$ cat src/design/humidity_temp_frame_decoder_macros.svh
// ----------------------------------------------------------------------------
// humidity_temp_frame_decoder_macros.svh
// Assertion macros shared by the frame decoder. Clock i_clk, reset i_rst_n.
// ----------------------------------------------------------------------------
`ifndef HUMIDITY_TEMP_FRAME_DECODER_MACROS_SVH
`define HUMIDITY_TEMP_FRAME_DECODER_MACROS_SVH

// Same-cycle implication, off during reset
`define HTFD_ASSERT_IMP(lbl, ante, cons) \
    lbl: assert property (@(posedge i_clk) disable iff (!i_rst_n) \
        (ante) |-> (cons)) else $error("htfd check failed");

// Next-cycle implication, off during reset
`define HTFD_ASSERT_NEXT(lbl, ante, cons) \
    lbl: assert property (@(posedge i_clk) disable iff (!i_rst_n) \
        (ante) |=> (cons)) else $error("htfd check failed");

`endif

$ cat src/design/htfd_pkg.sv
// ----------------------------------------------------------------------------
// htfd_pkg
// Types, constants and the CRC-8 byte step for the frame decoder.
// ----------------------------------------------------------------------------
package htfd_pkg;

    // Field widths
    localparam int BYTE_W    = 8;
    localparam int RAW_W     = 20;
    localparam int PAYLOAD_W = 40;
    localparam int HUM_T_W   = 10;
    localparam int TMP_T_W   = 12;
    localparam int ERRCNT_W  = 16;
    localparam int POS_W     = 3;

    // Consecutive-fault counter width (4..32)
    localparam int ERROR_COUNT_BITS = 16;

    // CRC-8, poly 0x31, init 0xFF, MSB first
    localparam logic [BYTE_W-1:0] CRC_INIT = 8'hFF;
    localparam logic [BYTE_W-1:0] CRC_POLY = 8'h31;

    // Frame layout
    localparam logic [POS_W-1:0] POS_STATUS      = 3'd0;
    localparam logic [POS_W-1:0] POS_LAST_DATA   = 3'd5;
    localparam logic [POS_W:0]   LEN_CHECKED     = 4'd7;
    localparam logic [POS_W:0]   LEN_UNCHECKED   = 4'd6;

    // Conversion constants
    localparam logic [9:0]          HUM_SCALE  = 10'd1000;
    localparam logic [10:0]         TMP_SCALE  = 11'd2000;
    localparam logic [TMP_T_W-1:0]  TMP_OFFSET = 12'd500;

    // Configuration port
    localparam int APB_ADDR_W = 3;
    localparam int APB_DATA_W = 32;
    localparam logic [0:0] REG_CRC_CHECK_ENABLE = 1'b0;

    // Frame event handed from the byte tracker to the converter
    typedef struct packed {
        logic [BYTE_W-1:0] status_value;
        logic [RAW_W-1:0]  humidity_raw;
        logic [RAW_W-1:0]  temperature_raw;
        logic              crc_error;
    } t_frame_evt;

    // Result beat
    typedef struct packed {
        logic [BYTE_W-1:0]         status_value;
        logic [RAW_W-1:0]          humidity_raw;
        logic [RAW_W-1:0]          temperature_raw;
        logic [HUM_T_W-1:0]        humidity_tenths;
        logic signed [TMP_T_W-1:0] temperature_tenths;
        logic                      crc_error;
        logic                      reading_fault;
        logic [ERRCNT_W-1:0]       error_count;
    } t_result;

    // One byte through the CRC, bit by bit
    function automatic logic [BYTE_W-1:0] crc8_byte(input logic [BYTE_W-1:0] crc,
                                                    input logic [BYTE_W-1:0] b);
        logic [BYTE_W-1:0] c;
        c = crc ^ b;
        for (int k = 0; k < BYTE_W; k++) begin
            c = c[BYTE_W-1] ? ((c << 1) ^ CRC_POLY) : (c << 1);
        end
        return c;
    endfunction

endpackage

$ cat src/design/htfd_in_if.sv
// ----------------------------------------------------------------------------
// htfd_in_if
// Byte channel into the decoder: one reply byte per beat.
// ----------------------------------------------------------------------------
interface htfd_in_if;
    logic                          valid;
    logic                          ready;
    logic [htfd_pkg::BYTE_W-1:0]   data_byte;
    logic                          frame_start;

    modport source (output valid, output data_byte, output frame_start, input ready);
    modport sink   (input valid, input data_byte, input frame_start, output ready);
endinterface

$ cat src/design/htfd_out_if.sv
// ----------------------------------------------------------------------------
// htfd_out_if
// Result channel out of the decoder: one decoded frame per beat.
// ----------------------------------------------------------------------------
interface htfd_out_if;
    logic                                  valid;
    logic                                  ready;
    logic [htfd_pkg::BYTE_W-1:0]           status_value;
    logic [htfd_pkg::RAW_W-1:0]            humidity_raw;
    logic [htfd_pkg::RAW_W-1:0]            temperature_raw;
    logic [htfd_pkg::HUM_T_W-1:0]          humidity_tenths;
    logic signed [htfd_pkg::TMP_T_W-1:0]   temperature_tenths;
    logic                                  crc_error;
    logic                                  reading_fault;
    logic [htfd_pkg::ERRCNT_W-1:0]         error_count;

    modport source (output valid, output status_value, output humidity_raw,
                    output temperature_raw, output humidity_tenths,
                    output temperature_tenths, output crc_error,
                    output reading_fault, output error_count, input ready);
    modport sink   (input valid, input status_value, input humidity_raw,
                    input temperature_raw, input humidity_tenths,
                    input temperature_tenths, input crc_error,
                    input reading_fault, input error_count, output ready);
endinterface

$ cat src/design/htfd_cfg.sv
// ----------------------------------------------------------------------------
// htfd_cfg
// APB register block: holds the CRC check enable.
// ----------------------------------------------------------------------------
module htfd_cfg (
    input  logic                              i_clk,
    input  logic                              i_rst_n,
    input  logic                              psel,
    input  logic                              penable,
    input  logic                              pwrite,
    input  logic [htfd_pkg::APB_ADDR_W-1:0]   paddr,
    input  logic [htfd_pkg::APB_DATA_W-1:0]   pwdata,
    output logic [htfd_pkg::APB_DATA_W-1:0]   prdata,
    output logic                              pready,
    output logic                              o_crc_check_enable
);

    logic r_crc_check_enable;
    logic n_crc_check_enable;
    logic w_sel_crc;

    // Word decode, byte lanes ignored
    assign w_sel_crc = (paddr[htfd_pkg::APB_ADDR_W-1:2] == htfd_pkg::REG_CRC_CHECK_ENABLE);
    assign pready    = 1'b1;

    // Write on the access phase
    always_comb begin
        n_crc_check_enable = r_crc_check_enable;
        if (psel && penable && pwrite && pready && w_sel_crc) begin
            n_crc_check_enable = pwdata[0];
        end
    end

    always_ff @(posedge i_clk) begin
        if (!i_rst_n) begin
            r_crc_check_enable <= 1'b1;
        end else begin
            r_crc_check_enable <= n_crc_check_enable;
        end
    end

    // Read back
    assign prdata = w_sel_crc ? htfd_pkg::APB_DATA_W'(r_crc_check_enable)
                              : '0;
    assign o_crc_check_enable = r_crc_check_enable;

endmodule

$ cat src/design/htfd_frame.sv
// ----------------------------------------------------------------------------
// htfd_frame
// Byte tracker: frame position, running CRC and payload assembly. Registers
// one frame event on the last byte of a frame.
// ----------------------------------------------------------------------------
module htfd_frame (
    input  logic                           i_clk,
    input  logic                           i_rst_n,
    input  logic                           i_valid,
    input  logic [htfd_pkg::BYTE_W-1:0]    i_data_byte,
    input  logic                           i_frame_start,
    input  logic                           i_crc_check_enable,
    output logic                           o_ready,
    output logic                           o_evt_valid,
    output htfd_pkg::t_frame_evt           o_evt,
    input  logic                           i_evt_ready
);

    logic [htfd_pkg::POS_W-1:0]     r_pos, n_pos;
    logic [htfd_pkg::BYTE_W-1:0]    r_crc, n_crc;
    logic [htfd_pkg::BYTE_W-1:0]    r_status, n_status;
    logic [htfd_pkg::PAYLOAD_W-1:0] r_payload, n_payload;
    logic                           r_evt_valid, n_evt_valid;
    htfd_pkg::t_frame_evt           r_evt, n_evt;

    logic                           w_accept;
    logic                           w_active;
    logic                           w_last;
    logic                           w_crc_err;
    logic [htfd_pkg::POS_W-1:0]     w_pos;
    logic [htfd_pkg::POS_W:0]       w_count;
    logic [htfd_pkg::POS_W:0]       w_len;
    logic [htfd_pkg::BYTE_W-1:0]    w_crc_base;
    logic [htfd_pkg::PAYLOAD_W-1:0] w_payload_base;

    // Event slot free or draining this cycle
    assign o_ready  = !r_evt_valid || i_evt_ready;
    assign w_accept = i_valid && o_ready;

    // Start mark reopens the frame; a stray byte outside a frame is dropped
    assign w_active       = i_frame_start || (r_pos != htfd_pkg::POS_STATUS);
    assign w_pos          = i_frame_start ? htfd_pkg::POS_STATUS : r_pos;
    assign w_crc_base     = i_frame_start ? htfd_pkg::CRC_INIT : r_crc;
    assign w_payload_base = i_frame_start ? '0 : r_payload;
    assign w_count        = {1'b0, w_pos} + 1'b1;
    assign w_len          = i_crc_check_enable ? htfd_pkg::LEN_CHECKED
                                               : htfd_pkg::LEN_UNCHECKED;
    assign w_last         = (w_count >= w_len);

    // Byte step
    always_comb begin
        n_status  = r_status;
        n_payload = w_payload_base;
        n_crc     = w_crc_base;
        w_crc_err = 1'b0;
        if (w_pos == htfd_pkg::POS_STATUS) begin
            n_status = i_data_byte;
            n_crc    = htfd_pkg::crc8_byte(htfd_pkg::CRC_INIT, i_data_byte);
        end else if (w_pos <= htfd_pkg::POS_LAST_DATA) begin
            n_payload = {w_payload_base[htfd_pkg::PAYLOAD_W-htfd_pkg::BYTE_W-1:0],
                         i_data_byte};
            n_crc     = htfd_pkg::crc8_byte(w_crc_base, i_data_byte);
        end else begin
            w_crc_err = i_crc_check_enable && (i_data_byte != w_crc_base);
        end
    end

    // Frame event
    always_comb begin
        n_evt.status_value    = n_status;
        n_evt.crc_error       = w_crc_err;
        n_evt.humidity_raw    = w_crc_err ? '0
            : n_payload[htfd_pkg::PAYLOAD_W-1:htfd_pkg::RAW_W];
        n_evt.temperature_raw = w_crc_err ? '0 : n_payload[htfd_pkg::RAW_W-1:0];
    end

    // Position and event slot control
    always_comb begin
        n_pos       = r_pos;
        n_evt_valid = r_evt_valid && !i_evt_ready;
        if (w_accept && w_active) begin
            if (w_last) begin
                n_pos       = htfd_pkg::POS_STATUS;
                n_evt_valid = 1'b1;
            end else begin
                n_pos = w_count[htfd_pkg::POS_W-1:0];
            end
        end
    end

    always_ff @(posedge i_clk) begin
        if (!i_rst_n) begin
            r_pos       <= htfd_pkg::POS_STATUS;
            r_crc       <= htfd_pkg::CRC_INIT;
            r_evt_valid <= 1'b0;
        end else begin
            r_pos       <= n_pos;
            r_evt_valid <= n_evt_valid;
            if (w_accept && w_active) begin
                r_crc <= w_last ? htfd_pkg::CRC_INIT : n_crc;
            end
        end
    end

    // Payload holding registers
    always_ff @(posedge i_clk) begin
        if (w_accept && w_active) begin
            r_status  <= n_status;
            r_payload <= n_payload;
            if (w_last) begin
                r_evt <= n_evt;
            end
        end
    end

    assign o_evt_valid = r_evt_valid;
    assign o_evt       = r_evt;

endmodule

$ cat src/design/htfd_convert.sv
// ----------------------------------------------------------------------------
// htfd_convert
// Converter: fault check, consecutive-fault counter and scaling to tenths.
// Drives the registered result beat.
// ----------------------------------------------------------------------------
module htfd_convert (
    input  logic                    i_clk,
    input  logic                    i_rst_n,
    input  logic                    i_evt_valid,
    input  htfd_pkg::t_frame_evt    i_evt,
    output logic                    o_evt_ready,
    output logic                    o_res_valid,
    output htfd_pkg::t_result       o_res,
    input  logic                    i_res_ready
);

    logic [htfd_pkg::ERROR_COUNT_BITS-1:0] r_cnt, n_cnt;
    logic                                  r_res_valid, n_res_valid;
    htfd_pkg::t_result                     r_res, n_res;

    logic                                  w_take;
    logic                                  w_fault;
    logic [29:0]                           w_hum_mul;
    logic [30:0]                           w_tmp_mul;
    logic [31:0]                           w_cnt_ext;

    assign o_evt_ready = !r_res_valid || i_res_ready;
    assign w_take      = i_evt_valid && o_evt_ready;

    // Scaling: raw * k >> 20
    assign w_hum_mul = 30'(i_evt.humidity_raw) * 30'(htfd_pkg::HUM_SCALE);
    assign w_tmp_mul = 31'(i_evt.temperature_raw) * 31'(htfd_pkg::TMP_SCALE);
    assign w_fault   = (i_evt.humidity_raw == '0) && (i_evt.temperature_raw == '0);

    // Counter counts faults, a good frame clears it
    assign n_cnt     = w_fault ? r_cnt + 1'b1 : '0;
    assign w_cnt_ext = 32'(n_cnt);

    // Result beat
    always_comb begin
        n_res.status_value       = i_evt.status_value;
        n_res.humidity_raw       = i_evt.humidity_raw;
        n_res.temperature_raw    = i_evt.temperature_raw;
        n_res.crc_error          = i_evt.crc_error;
        n_res.reading_fault      = w_fault;
        n_res.error_count        = w_cnt_ext[htfd_pkg::ERRCNT_W-1:0];
        n_res.humidity_tenths    = '0;
        n_res.temperature_tenths = '0;
        if (!w_fault) begin
            n_res.humidity_tenths    = w_hum_mul[29:20];
            n_res.temperature_tenths = htfd_pkg::TMP_T_W'(w_tmp_mul[30:20])
                                       - htfd_pkg::TMP_OFFSET;
        end
    end

    always_comb begin
        n_res_valid = r_res_valid && !i_res_ready;
        if (w_take) begin
            n_res_valid = 1'b1;
        end
    end

    always_ff @(posedge i_clk) begin
        if (!i_rst_n) begin
            r_cnt       <= '0;
            r_res_valid <= 1'b0;
        end else begin
            r_res_valid <= n_res_valid;
            if (w_take) begin
                r_cnt <= n_cnt;
            end
        end
    end

    always_ff @(posedge i_clk) begin
        if (w_take) begin
            r_res <= n_res;
        end
    end

    assign o_res_valid = r_res_valid;
    assign o_res       = r_res;

endmodule

$ cat src/design/humidity_temp_frame_decoder.sv
// ----------------------------------------------------------------------------
// humidity_temp_frame_decoder
// Decodes a humidity/temperature sensor reply, checks its CRC-8 and scales
// the readings to tenths.
//
//   Channel   Dir  Beat                      Handshake
//   i_in      in   one reply byte            valid/ready
//   o_out     out  one decoded frame         valid/ready
//   APB       in   crc_check_enable write    psel/penable/pwrite, pready = 1
//
// One byte per cycle sustained while the result side is not stalled; the result
// of a frame passes through the tracker event register, then the result register.
// Synchronous active-low reset: no frame open, CRC at 0xFF, check enabled,
// fault counter zero. A stalled result holds; the byte side keeps taking
// bytes until both the event and result registers are full.
// ----------------------------------------------------------------------------
`include "humidity_temp_frame_decoder_macros.svh"

module humidity_temp_frame_decoder (
    input  logic                              i_clk,
    input  logic                              i_rst_n,
    htfd_in_if.sink                           i_in,
    htfd_out_if.source                        o_out,
    input  logic                              psel,
    input  logic                              penable,
    input  logic                              pwrite,
    input  logic [htfd_pkg::APB_ADDR_W-1:0]   paddr,
    input  logic [htfd_pkg::APB_DATA_W-1:0]   pwdata,
    output logic [htfd_pkg::APB_DATA_W-1:0]   prdata,
    output logic                              pready
);

    logic                  w_crc_check_enable;
    logic                  w_evt_valid;
    logic                  w_evt_ready;
    htfd_pkg::t_frame_evt  w_evt;
    logic                  w_res_valid;
    htfd_pkg::t_result     w_res;

    // Register block
    htfd_cfg u_cfg (
        .i_clk              (i_clk),
        .i_rst_n            (i_rst_n),
        .psel               (psel),
        .penable            (penable),
        .pwrite             (pwrite),
        .paddr              (paddr),
        .pwdata             (pwdata),
        .prdata             (prdata),
        .pready             (pready),
        .o_crc_check_enable (w_crc_check_enable)
    );

    // Byte tracker
    htfd_frame u_frame (
        .i_clk              (i_clk),
        .i_rst_n            (i_rst_n),
        .i_valid            (i_in.valid),
        .i_data_byte        (i_in.data_byte),
        .i_frame_start      (i_in.frame_start),
        .i_crc_check_enable (w_crc_check_enable),
        .o_ready            (i_in.ready),
        .o_evt_valid        (w_evt_valid),
        .o_evt              (w_evt),
        .i_evt_ready        (w_evt_ready)
    );

    // Converter
    htfd_convert u_convert (
        .i_clk       (i_clk),
        .i_rst_n     (i_rst_n),
        .i_evt_valid (w_evt_valid),
        .i_evt       (w_evt),
        .o_evt_ready (w_evt_ready),
        .o_res_valid (w_res_valid),
        .o_res       (w_res),
        .i_res_ready (o_out.ready)
    );

    // Result beat onto the channel
    assign o_out.valid              = w_res_valid;
    assign o_out.status_value       = w_res.status_value;
    assign o_out.humidity_raw       = w_res.humidity_raw;
    assign o_out.temperature_raw    = w_res.temperature_raw;
    assign o_out.humidity_tenths    = w_res.humidity_tenths;
    assign o_out.temperature_tenths = w_res.temperature_tenths;
    assign o_out.crc_error          = w_res.crc_error;
    assign o_out.reading_fault      = w_res.reading_fault;
    assign o_out.error_count        = w_res.error_count;

    // Checks
    `HTFD_ASSERT_IMP(a_crc_err_zeroes, o_out.valid && o_out.crc_error, o_out.humidity_raw == '0 && o_out.temperature_raw == '0 && o_out.reading_fault)
    `HTFD_ASSERT_IMP(a_fault_no_tenths, o_out.valid && o_out.reading_fault, o_out.humidity_tenths == '0 && o_out.temperature_tenths == '0)
    `HTFD_ASSERT_IMP(a_good_clears_cnt, o_out.valid && !o_out.reading_fault, o_out.error_count == '0)
    `HTFD_ASSERT_NEXT(a_start_no_event, i_in.valid && i_in.ready && i_in.frame_start, !w_evt_valid)

endmodule

$ cat src/flat_wrapper.sv
// flat-port wrapper written by rule: the top's interface ports become plain ports
module humidity_temp_frame_decoder_flat 
  (i_clk, i_rst_n, psel, penable, pwrite, paddr, pwdata, prdata, pready, i_in_valid, i_in_data_byte, i_in_frame_start, i_in_ready, o_out_valid, o_out_status_value, o_out_humidity_raw, o_out_temperature_raw, o_out_humidity_tenths, o_out_temperature_tenths, o_out_crc_error, o_out_reading_fault, o_out_error_count, o_out_ready);
  htfd_in_if i_in_i ();
  htfd_out_if o_out_i ();
  input  logic i_clk;
  input  logic i_rst_n;
  input  logic psel;
  input  logic penable;
  input  logic pwrite;
  input  logic [htfd_pkg::APB_ADDR_W-1:0] paddr;
  input  logic [htfd_pkg::APB_DATA_W-1:0] pwdata;
  output logic [htfd_pkg::APB_DATA_W-1:0] prdata;
  output logic pready;
  input wire logic [$bits(i_in_i.valid)-1:0] i_in_valid;
  input wire logic [$bits(i_in_i.data_byte)-1:0] i_in_data_byte;
  input wire logic [$bits(i_in_i.frame_start)-1:0] i_in_frame_start;
  output wire logic [$bits(i_in_i.ready)-1:0] i_in_ready;
  output wire logic [$bits(o_out_i.valid)-1:0] o_out_valid;
  output wire logic [$bits(o_out_i.status_value)-1:0] o_out_status_value;
  output wire logic [$bits(o_out_i.humidity_raw)-1:0] o_out_humidity_raw;
  output wire logic [$bits(o_out_i.temperature_raw)-1:0] o_out_temperature_raw;
  output wire logic [$bits(o_out_i.humidity_tenths)-1:0] o_out_humidity_tenths;
  output wire logic [$bits(o_out_i.temperature_tenths)-1:0] o_out_temperature_tenths;
  output wire logic [$bits(o_out_i.crc_error)-1:0] o_out_crc_error;
  output wire logic [$bits(o_out_i.reading_fault)-1:0] o_out_reading_fault;
  output wire logic [$bits(o_out_i.error_count)-1:0] o_out_error_count;
  input wire logic [$bits(o_out_i.ready)-1:0] o_out_ready;
  assign i_in_i.valid = i_in_valid;
  assign i_in_i.data_byte = i_in_data_byte;
  assign i_in_i.frame_start = i_in_frame_start;
  assign i_in_ready = i_in_i.ready;
  assign o_out_valid = o_out_i.valid;
  assign o_out_status_value = o_out_i.status_value;
  assign o_out_humidity_raw = o_out_i.humidity_raw;
  assign o_out_temperature_raw = o_out_i.temperature_raw;
  assign o_out_humidity_tenths = o_out_i.humidity_tenths;
  assign o_out_temperature_tenths = o_out_i.temperature_tenths;
  assign o_out_crc_error = o_out_i.crc_error;
  assign o_out_reading_fault = o_out_i.reading_fault;
  assign o_out_error_count = o_out_i.error_count;
  assign o_out_i.ready = o_out_ready;
  humidity_temp_frame_decoder u_core (.i_clk(i_clk), .i_rst_n(i_rst_n), .i_in(i_in_i), .o_out(o_out_i), .psel(psel), .penable(penable), .pwrite(pwrite), .paddr(paddr), .pwdata(pwdata), .prdata(prdata), .pready(pready));
endmodule
$ cat config.mk
export PLATFORM = sky130hd
export DESIGN_NAME = humidity_temp_frame_decoder_flat
export DESIGN_NICKNAME = d
export VERILOG_FILES = /design/src/design/htfd_pkg.sv /design/src/design/htfd_in_if.sv /design/src/design/htfd_out_if.sv /design/src/design/htfd_cfg.sv /design/src/design/htfd_frame.sv /design/src/design/htfd_convert.sv /design/src/design/humidity_temp_frame_decoder.sv /design/src/flat_wrapper.sv
export VERILOG_INCLUDE_DIRS = /design/src /design/src/design
export SDC_FILE = /design/constraint.sdc
export NUM_CORES = 1
export LEC_CHECK = 0
export BUFFER_PORTS_ARGS = -buffer_cell sky130_fd_sc_hd__buf_4
export CAP_MARGIN = 20
export CORE_MARGIN = 4
export CORE_UTILIZATION = 30
export CTS_BUF_LIST = sky130_fd_sc_hd__clkbuf_16
export CTS_CLUSTER_SIZE = 8
export DETAILED_ROUTE_END_ITERATION = 6
export PLACE_DENSITY = 0.54
export REMOVE_ABC_BUFFERS = 1
export SYNTH_ARGS = -nofsm -noshare
export SYNTH_HDL_FRONTEND = slang
export SYNTH_HIERARCHICAL = 1
export SYNTH_SLANG_ARGS = --single-unit
$ cat constraint.sdc
create_clock -name i_clk -period 6.7 [get_ports i_clk]
set_input_delay 1.005 -clock i_clk [delete_from_list [all_inputs] [get_ports i_clk]]
set_output_delay 1.005 -clock i_clk [all_outputs]
set_load 0.005 [all_outputs]
# Word level (Yosys, flattened, before mapping)
# Cells that the tools add are included.
[totals]
ff_bits = 215
in_bits = 51
output_inout_bits = 123
word_cells = 103
[op_classes]
addsub = 3
n_mul = 2
order_cmp = 2
eq_ne = 1
n_mux = 34
n_bitwise = 19
n_reduce_logical = 22
[ops]
columns = ["operator", "n"]
rows = [
  ["40-bit 2-to-1 mux", 3],
  ["6-bit 2-to-1 mux", 16],
  ["20-bit by 7-bit multiplier with 27-bit output (second input constant)", 2],
  ["3-bit inverter", 16],
  ["20-bit zero test", 2],
  ["8-bit 2-to-1 mux", 5],
  ["16-bit by 1-bit adder with 16-bit output (second input constant)", 1],
  ["16-bit 2-to-1 mux", 1],
  ["11-bit by 9-bit subtractor with 12-bit output (second input constant)", 1],
  ["1-bit logical AND", 10],
  ["8-bit != test", 1],
  ["8-bit inverter", 1],
  ["8-bit XOR", 1],
  ["1-bit 2-to-1 mux", 7],
  ["3-bit 2-to-1 mux", 2],
  ["3-bit by 1-bit adder with 4-bit output (second input constant)", 1],
  ["4-bit by 3-bit greater-or-equal comparator with 1-bit output", 1],
  ["1-bit zero test", 4],
  ["3-bit <= comparator (second input constant)", 1],
  ["3-bit zero test", 1],
  ["1-bit logical OR", 3],
  ["3-bit nonzero test", 1],
  ["2-bit AND reduction", 1],
  ["1-bit inverter", 1],
]

# Depth between registers and ports, before layout
[depth]
depth_word = 21
depth_mapped = 23
mapped_depth_nobuf = 23

# Modules after synthesis
# The synthesis kept the hierarchy.
[modules_own_cells]
columns = ["module", "instances", "cells_each", "area_each_um2", "seq_area_each_um2"]
rows = [
  ["htfd_convert", 1, 817, 9770.6, 2982.9],
  ["htfd_frame", 1, 466, 5327.6, 3153.0],
  ["htfd_cfg", 1, 40, 320.3, 20.0],
]

# Worst setup path after synthesis
# No wires, ideal clock.
[synth_path]
path_type = "flip-flop to flip-flop"
startpoint = "reg u_core.u_frame.r_evt, in the netlist u_core/u_frame/o_evt[7]"
endpoint = "reg u_core.u_convert.r_res, in the netlist u_core/u_convert/o_res[28], data pin"
setup_time_ps = 147
arrival_ps = 5276
required_time_ps = 6553
setup_slack_ps = 1277
stages_incl_launch_ff = 21
path_buffers = 0
synth_period_minus_slack_ps = 5423
cell_sequence = "edfxtp_1 -> inv_1 -> fa_1 -> fa_1 -> fa_1 -> fa_1 -> inv_1 -> ha_1 -> a21oi_2 -> o211ai_2 -> a221oi_4 -> nor2_1 -> o21ai_0 -> xnor2_1 -> inv_1 -> ha_1 -> nor3b_2 -> nand4b_1 -> mux2i_1 -> or3_1 -> a21oi_1"
[synth_between]
elab_chain_len = 2
elab_cells_between_ends = 4
cone_classes = "1 x add/sub; 1 x mul; 2 x reduce/logical"
[synth_rtl]
columns = ["item", "line", "text"]
rows = [
  ["start, declared", "htfd_frame.sv:24", "htfd_pkg::t_frame_evt r_evt, n_evt;"],
  ["start signal, assigned", "htfd_frame.sv:111", "r_evt <= n_evt;"],
  ["20-bit by 7-bit multiplier with 27-bit output / 20-bit zero test (equally long branches)", "htfd_convert.sv:32, htfd_convert.sv:33", ""],
  ["11-bit by 9-bit subtractor with 12-bit output / 1-bit logical AND (equally long branches)", "htfd_convert.sv:52, htfd_convert.sv:33", ""],
  ["end signal, assigned", "htfd_convert.sv:77", "r_res <= n_res;"],
  ["end, declared", "htfd_convert.sv:19", "htfd_pkg::t_result r_res, n_res;"],
]
# Parallel ways exist; a longest one is shown, timed or not.
# A chain may end at the register's enable or synchronous reset.

# Final worst setup path
# Ends and elaborated chain as after synthesis.

==> summary.txt <==
Outcome
  – Status: finished, final reports clean

STA
  – Setup TNS: 0 ps
  – Slew headroom: 0.332
  – Max frequency: about 0.17 GHz
  – Final Setup Violations: 0
  – Min cycle time layout: 6010 ps
  – Worst-margin pin slew: 1000 ps
  – Clock skew: about 19 ps
  – Endpoints failing hold: 0
  – RSZ-0062 raised after global routing: false
  – Fin crit share: 0.897
  – Slew Limit Fails: 0

Clock tree
  – H-tree depth: 2
  – Worst-path clk slew: roughly 50 ps
  – Hold buffer count at CTS: 0
  – Post-CTS Repair Setup Buffers: 0
  – Worst-skew pair later-pin latency: about 540 ps
  – Root buffer cell: clkbuf_16
  – Max Root-Sink Buffers: 3
  – CTS tree: yes
  – CTS Buf Count: 34
  – Sink Count: between 200 and 250
  – Post_cts resized: 0

GRT
  – Number of global-route vias before repair: 10199
  – Global-route wire length before repair: ~55000 um
  – Pin count of the biggest net entering global routing: 70
  – Antenna violations before repair: 0
  – Met3 Use GR: 0.0276
  – M2 GR Usage: 0.200
  – Gr ovfl total: 0
  – Met1 usage: 0.163
  – Gr busiest metal: met2
  – Total track usage: 0.122

Place
  – HPWL Detailed: 24300 um
  – I/O Buffers: about 110
  – Placed Cells incl. Taps: between 2000 and 2500
  – RD Place Congestion: between 0.8 and 0.9

Layout
  – Leading cell types in the layout, fill and taps excluded: 185 x edfxtp_1, 166 x inv_1, 140 x ha_1, 138 x fa_1, 120 x nand2_1
  – Diode count: 0
  – Fin util: 0.351
  – Nets: around 1800
  – Non-filler cells, final: 2122
  – Fraction of layout cells with a size suffix above 1: 0.131
  – Area grow syn2layout: 15.0%
  – Commonest non-fill, non-tap cell in the layout: edfxtp_1

Floorplan
  – Die H: about 230 um
  – Total die area: 0.0551 sq mm
  – Core area: 0.0505 sq mm
  – # IOs: 174
  – Row count: 82
  – Initial core utilization: 0.305
  – Die X-Extent: 235 um

Detailed routing
  – Via count: about 9400
  – DR DRC count: 0
  – DR vias/cell: around 4.5
  – Final WL: roughly 33000 um
  – WL/cell: ~16 um
  – DRT iter0 DRCs: ~530
  – Drt pass-1 iters: 5
  – Number of nets with antenna violations after routing: 0

Power and ir drop
  – Peak supply drop: about 160 uV
  – PD cells: between 150 and 200 mW/mm^2
  – Leakage power: approximately 0.0073 uW

Setup path
  – R2R cell count: 20
  – Reg2Reg Setup Slack: around 690 ps
  – Critical Path AT: ~6400 ps
  – Critical setup path kind: reg2reg
  – Worst setup path endpoint: u_core/u_convert/o_res[28]$_SDFFCE_PP0P_
  – Worst EP required: about 7100 ps
  – Worst setup SP type: flip-flop
  – Worst-path maximum fanout: 5
  – Reg2reg start: u_core/u_frame/o_evt[7]$_SDFFCE_PP0P_
  – Reg2reg end: u_core/u_convert/o_res[28]$_SDFFCE_PP0P_
  – Critical Path Source: u_core/u_frame/o_evt[7]$_SDFFCE_PP0P_
  – CP Capture Type: flip-flop

Min path
  – HP Class: reg2reg

Logic synthesis
  – Mapped Area: about 0.015 sq mm
  – Ys async rst share: 0
  – FF+latch count, synth: roughly 220
  – Synth unique cells: about 80
  – Mapped Cells: about 1300
  – Post-synth EDFFs: about 190
  – Main flop type after synthesis: edfxtp_1
  – Register area share after synthesis: 0.399
  – Synth warnings: 6
  – Avg Inst Size Synth: ~12 sq um

Flow run
  – Max-cap violations: 0
==> registers in the layout (all words and copies together) (netlist names) <==
register                         count
u_core/u_frame/r_status              8
u_core/u_convert/o_res              88
u_core/u_frame/r_crc                 8
u_core/u_frame/o_evt_valid           1
u_core/u_convert/o_res_valid         1
u_core/u_frame/o_evt                49
u_core/u_cfg/o_crc_check_enable      1
u_core/u_frame/r_pos                 3
u_core/u_convert/r_cnt              16
u_core/u_frame/r_payload            40
==> kinds of logic (layout without fill, tap and decap cells) <==
group           Yosys count  count (layout)  share of synthesized area
other cells               2              32                   0.000487
mux                      11              11                    0.00779
compound gates          175             175                     0.0744
simple gates            336             336                      0.106
fa+ha+maj               278             278                      0.293
buf+inv                 229             326                     0.0699
xor+xnor                 77              77                     0.0498
flops                   215             215                      0.399
==> worst min path at each step <==
stage                                             startpoint                              endpoint  slack [ps]  cells past startpoint
after floorplan            u_core/u_frame/o_evt[0]$_DFFE_PP_  u_core/u_convert/o_res[17]$_DFFE_PP_         400                      0
after global placement    u_core/u_frame/o_evt[44]$_DFFE_PP_  u_core/u_convert/o_res[83]$_DFFE_PP_         400                      0
after detailed placement   u_core/u_frame/o_evt[0]$_DFFE_PP_  u_core/u_convert/o_res[17]$_DFFE_PP_         410                      0
after CTS                 u_core/u_frame/o_evt[45]$_DFFE_PP_  u_core/u_convert/o_res[84]$_DFFE_PP_         410                      0
after global routing      u_core/u_frame/o_evt[45]$_DFFE_PP_  u_core/u_convert/o_res[84]$_DFFE_PP_         420                      0
final                     u_core/u_frame/o_evt[45]$_DFFE_PP_  u_core/u_convert/o_res[84]$_DFFE_PP_         410                      0
==> power by group <==
group          internal, uW  leakage, uW  switching (uW)  total, uW
clock network           936     0.000537             626       1560
logic                  91.6      0.00485             121        213
registers              1480      0.00192            21.2       1500
total                  2510      0.00730             768       3280
==> synthesized netlist by cell type, drive strengths merged (3+ instances only) <==
cell type	number	area (sq um)
a211oi	3	27.5
fa	138	2760
nor3	19	95.1
a21oi	73	369
xor2	28	279
a22oi	3	22.5
and2	3	20.0
o211ai	7	57.6
mux2i	3	30.0
and3	9	61.3
nand2	120	450
o21ai	25	140
xnor2	48	465
or4	3	22.5
a21o	11	85.1
buf	60	422
edfxtp	185	5560
inv	154	578
nand4	11	68.8
nor2b	42	263
nand2b	7	43.8
dfxtp	30	601
nand3b	3	22.5
mux2	8	90.1
ha	140	1750
a21boi	17	128
a31oi	8	50.1
nand3	18	90.1
or3	5	31.3
nor3b	10	80.1
clkbuf	15	77.6
o22ai	6	37.5
nor2	79	307
==> per-layer routing <==
layer | up-vias | part of all wire
met4 | 0 | 0.023
met5 | - | 0
met3 | 45 | 0.044
met1 | 4632 | 0.46
met2 | 148 | 0.47
li1 | 4624 | -
==> stage by stage <==
stage	setup WS (ps)	cell area [sq um]	total power [uW]	hold WS [ps]
final	688	17700	3280	410
after global routing	309	17700	3430	419
after CTS	632	17700	3350	413
after detailed placement	672	16800	1740	409
after floorplan	1270	15000	1670	400
after global placement	763	16800	1740	402
==> area by class of cell <==
class                   count  area (sq um)
multi-input cells         909          8310
repair buffers            116           871
well taps                 672           841
flip-flops and latches    215          6160
clock buffers              35           876
clock inverters            21           109
fillers                  5070         32700
inverters                 154           581
==> critical path: stages (launching register included) <==
cell and delay [ps]:
edfxtp_1 460, inv_1 300, fa_1 500, fa_1 550
fa_1 440, fa_1 510, inv_1 40, ha_1 340
a21oi_2 150, o211ai_2 130, a221oi_4 360, nor2_1 100
o21ai_0 240, xnor2_1 240, inv_1 80, ha_1 240
nor3b_2 260, nand4b_1 200, mux2i_1 170, or3_1 360
a21oi_1 120
Note: power is estimated with default switching activity, not from simulation.
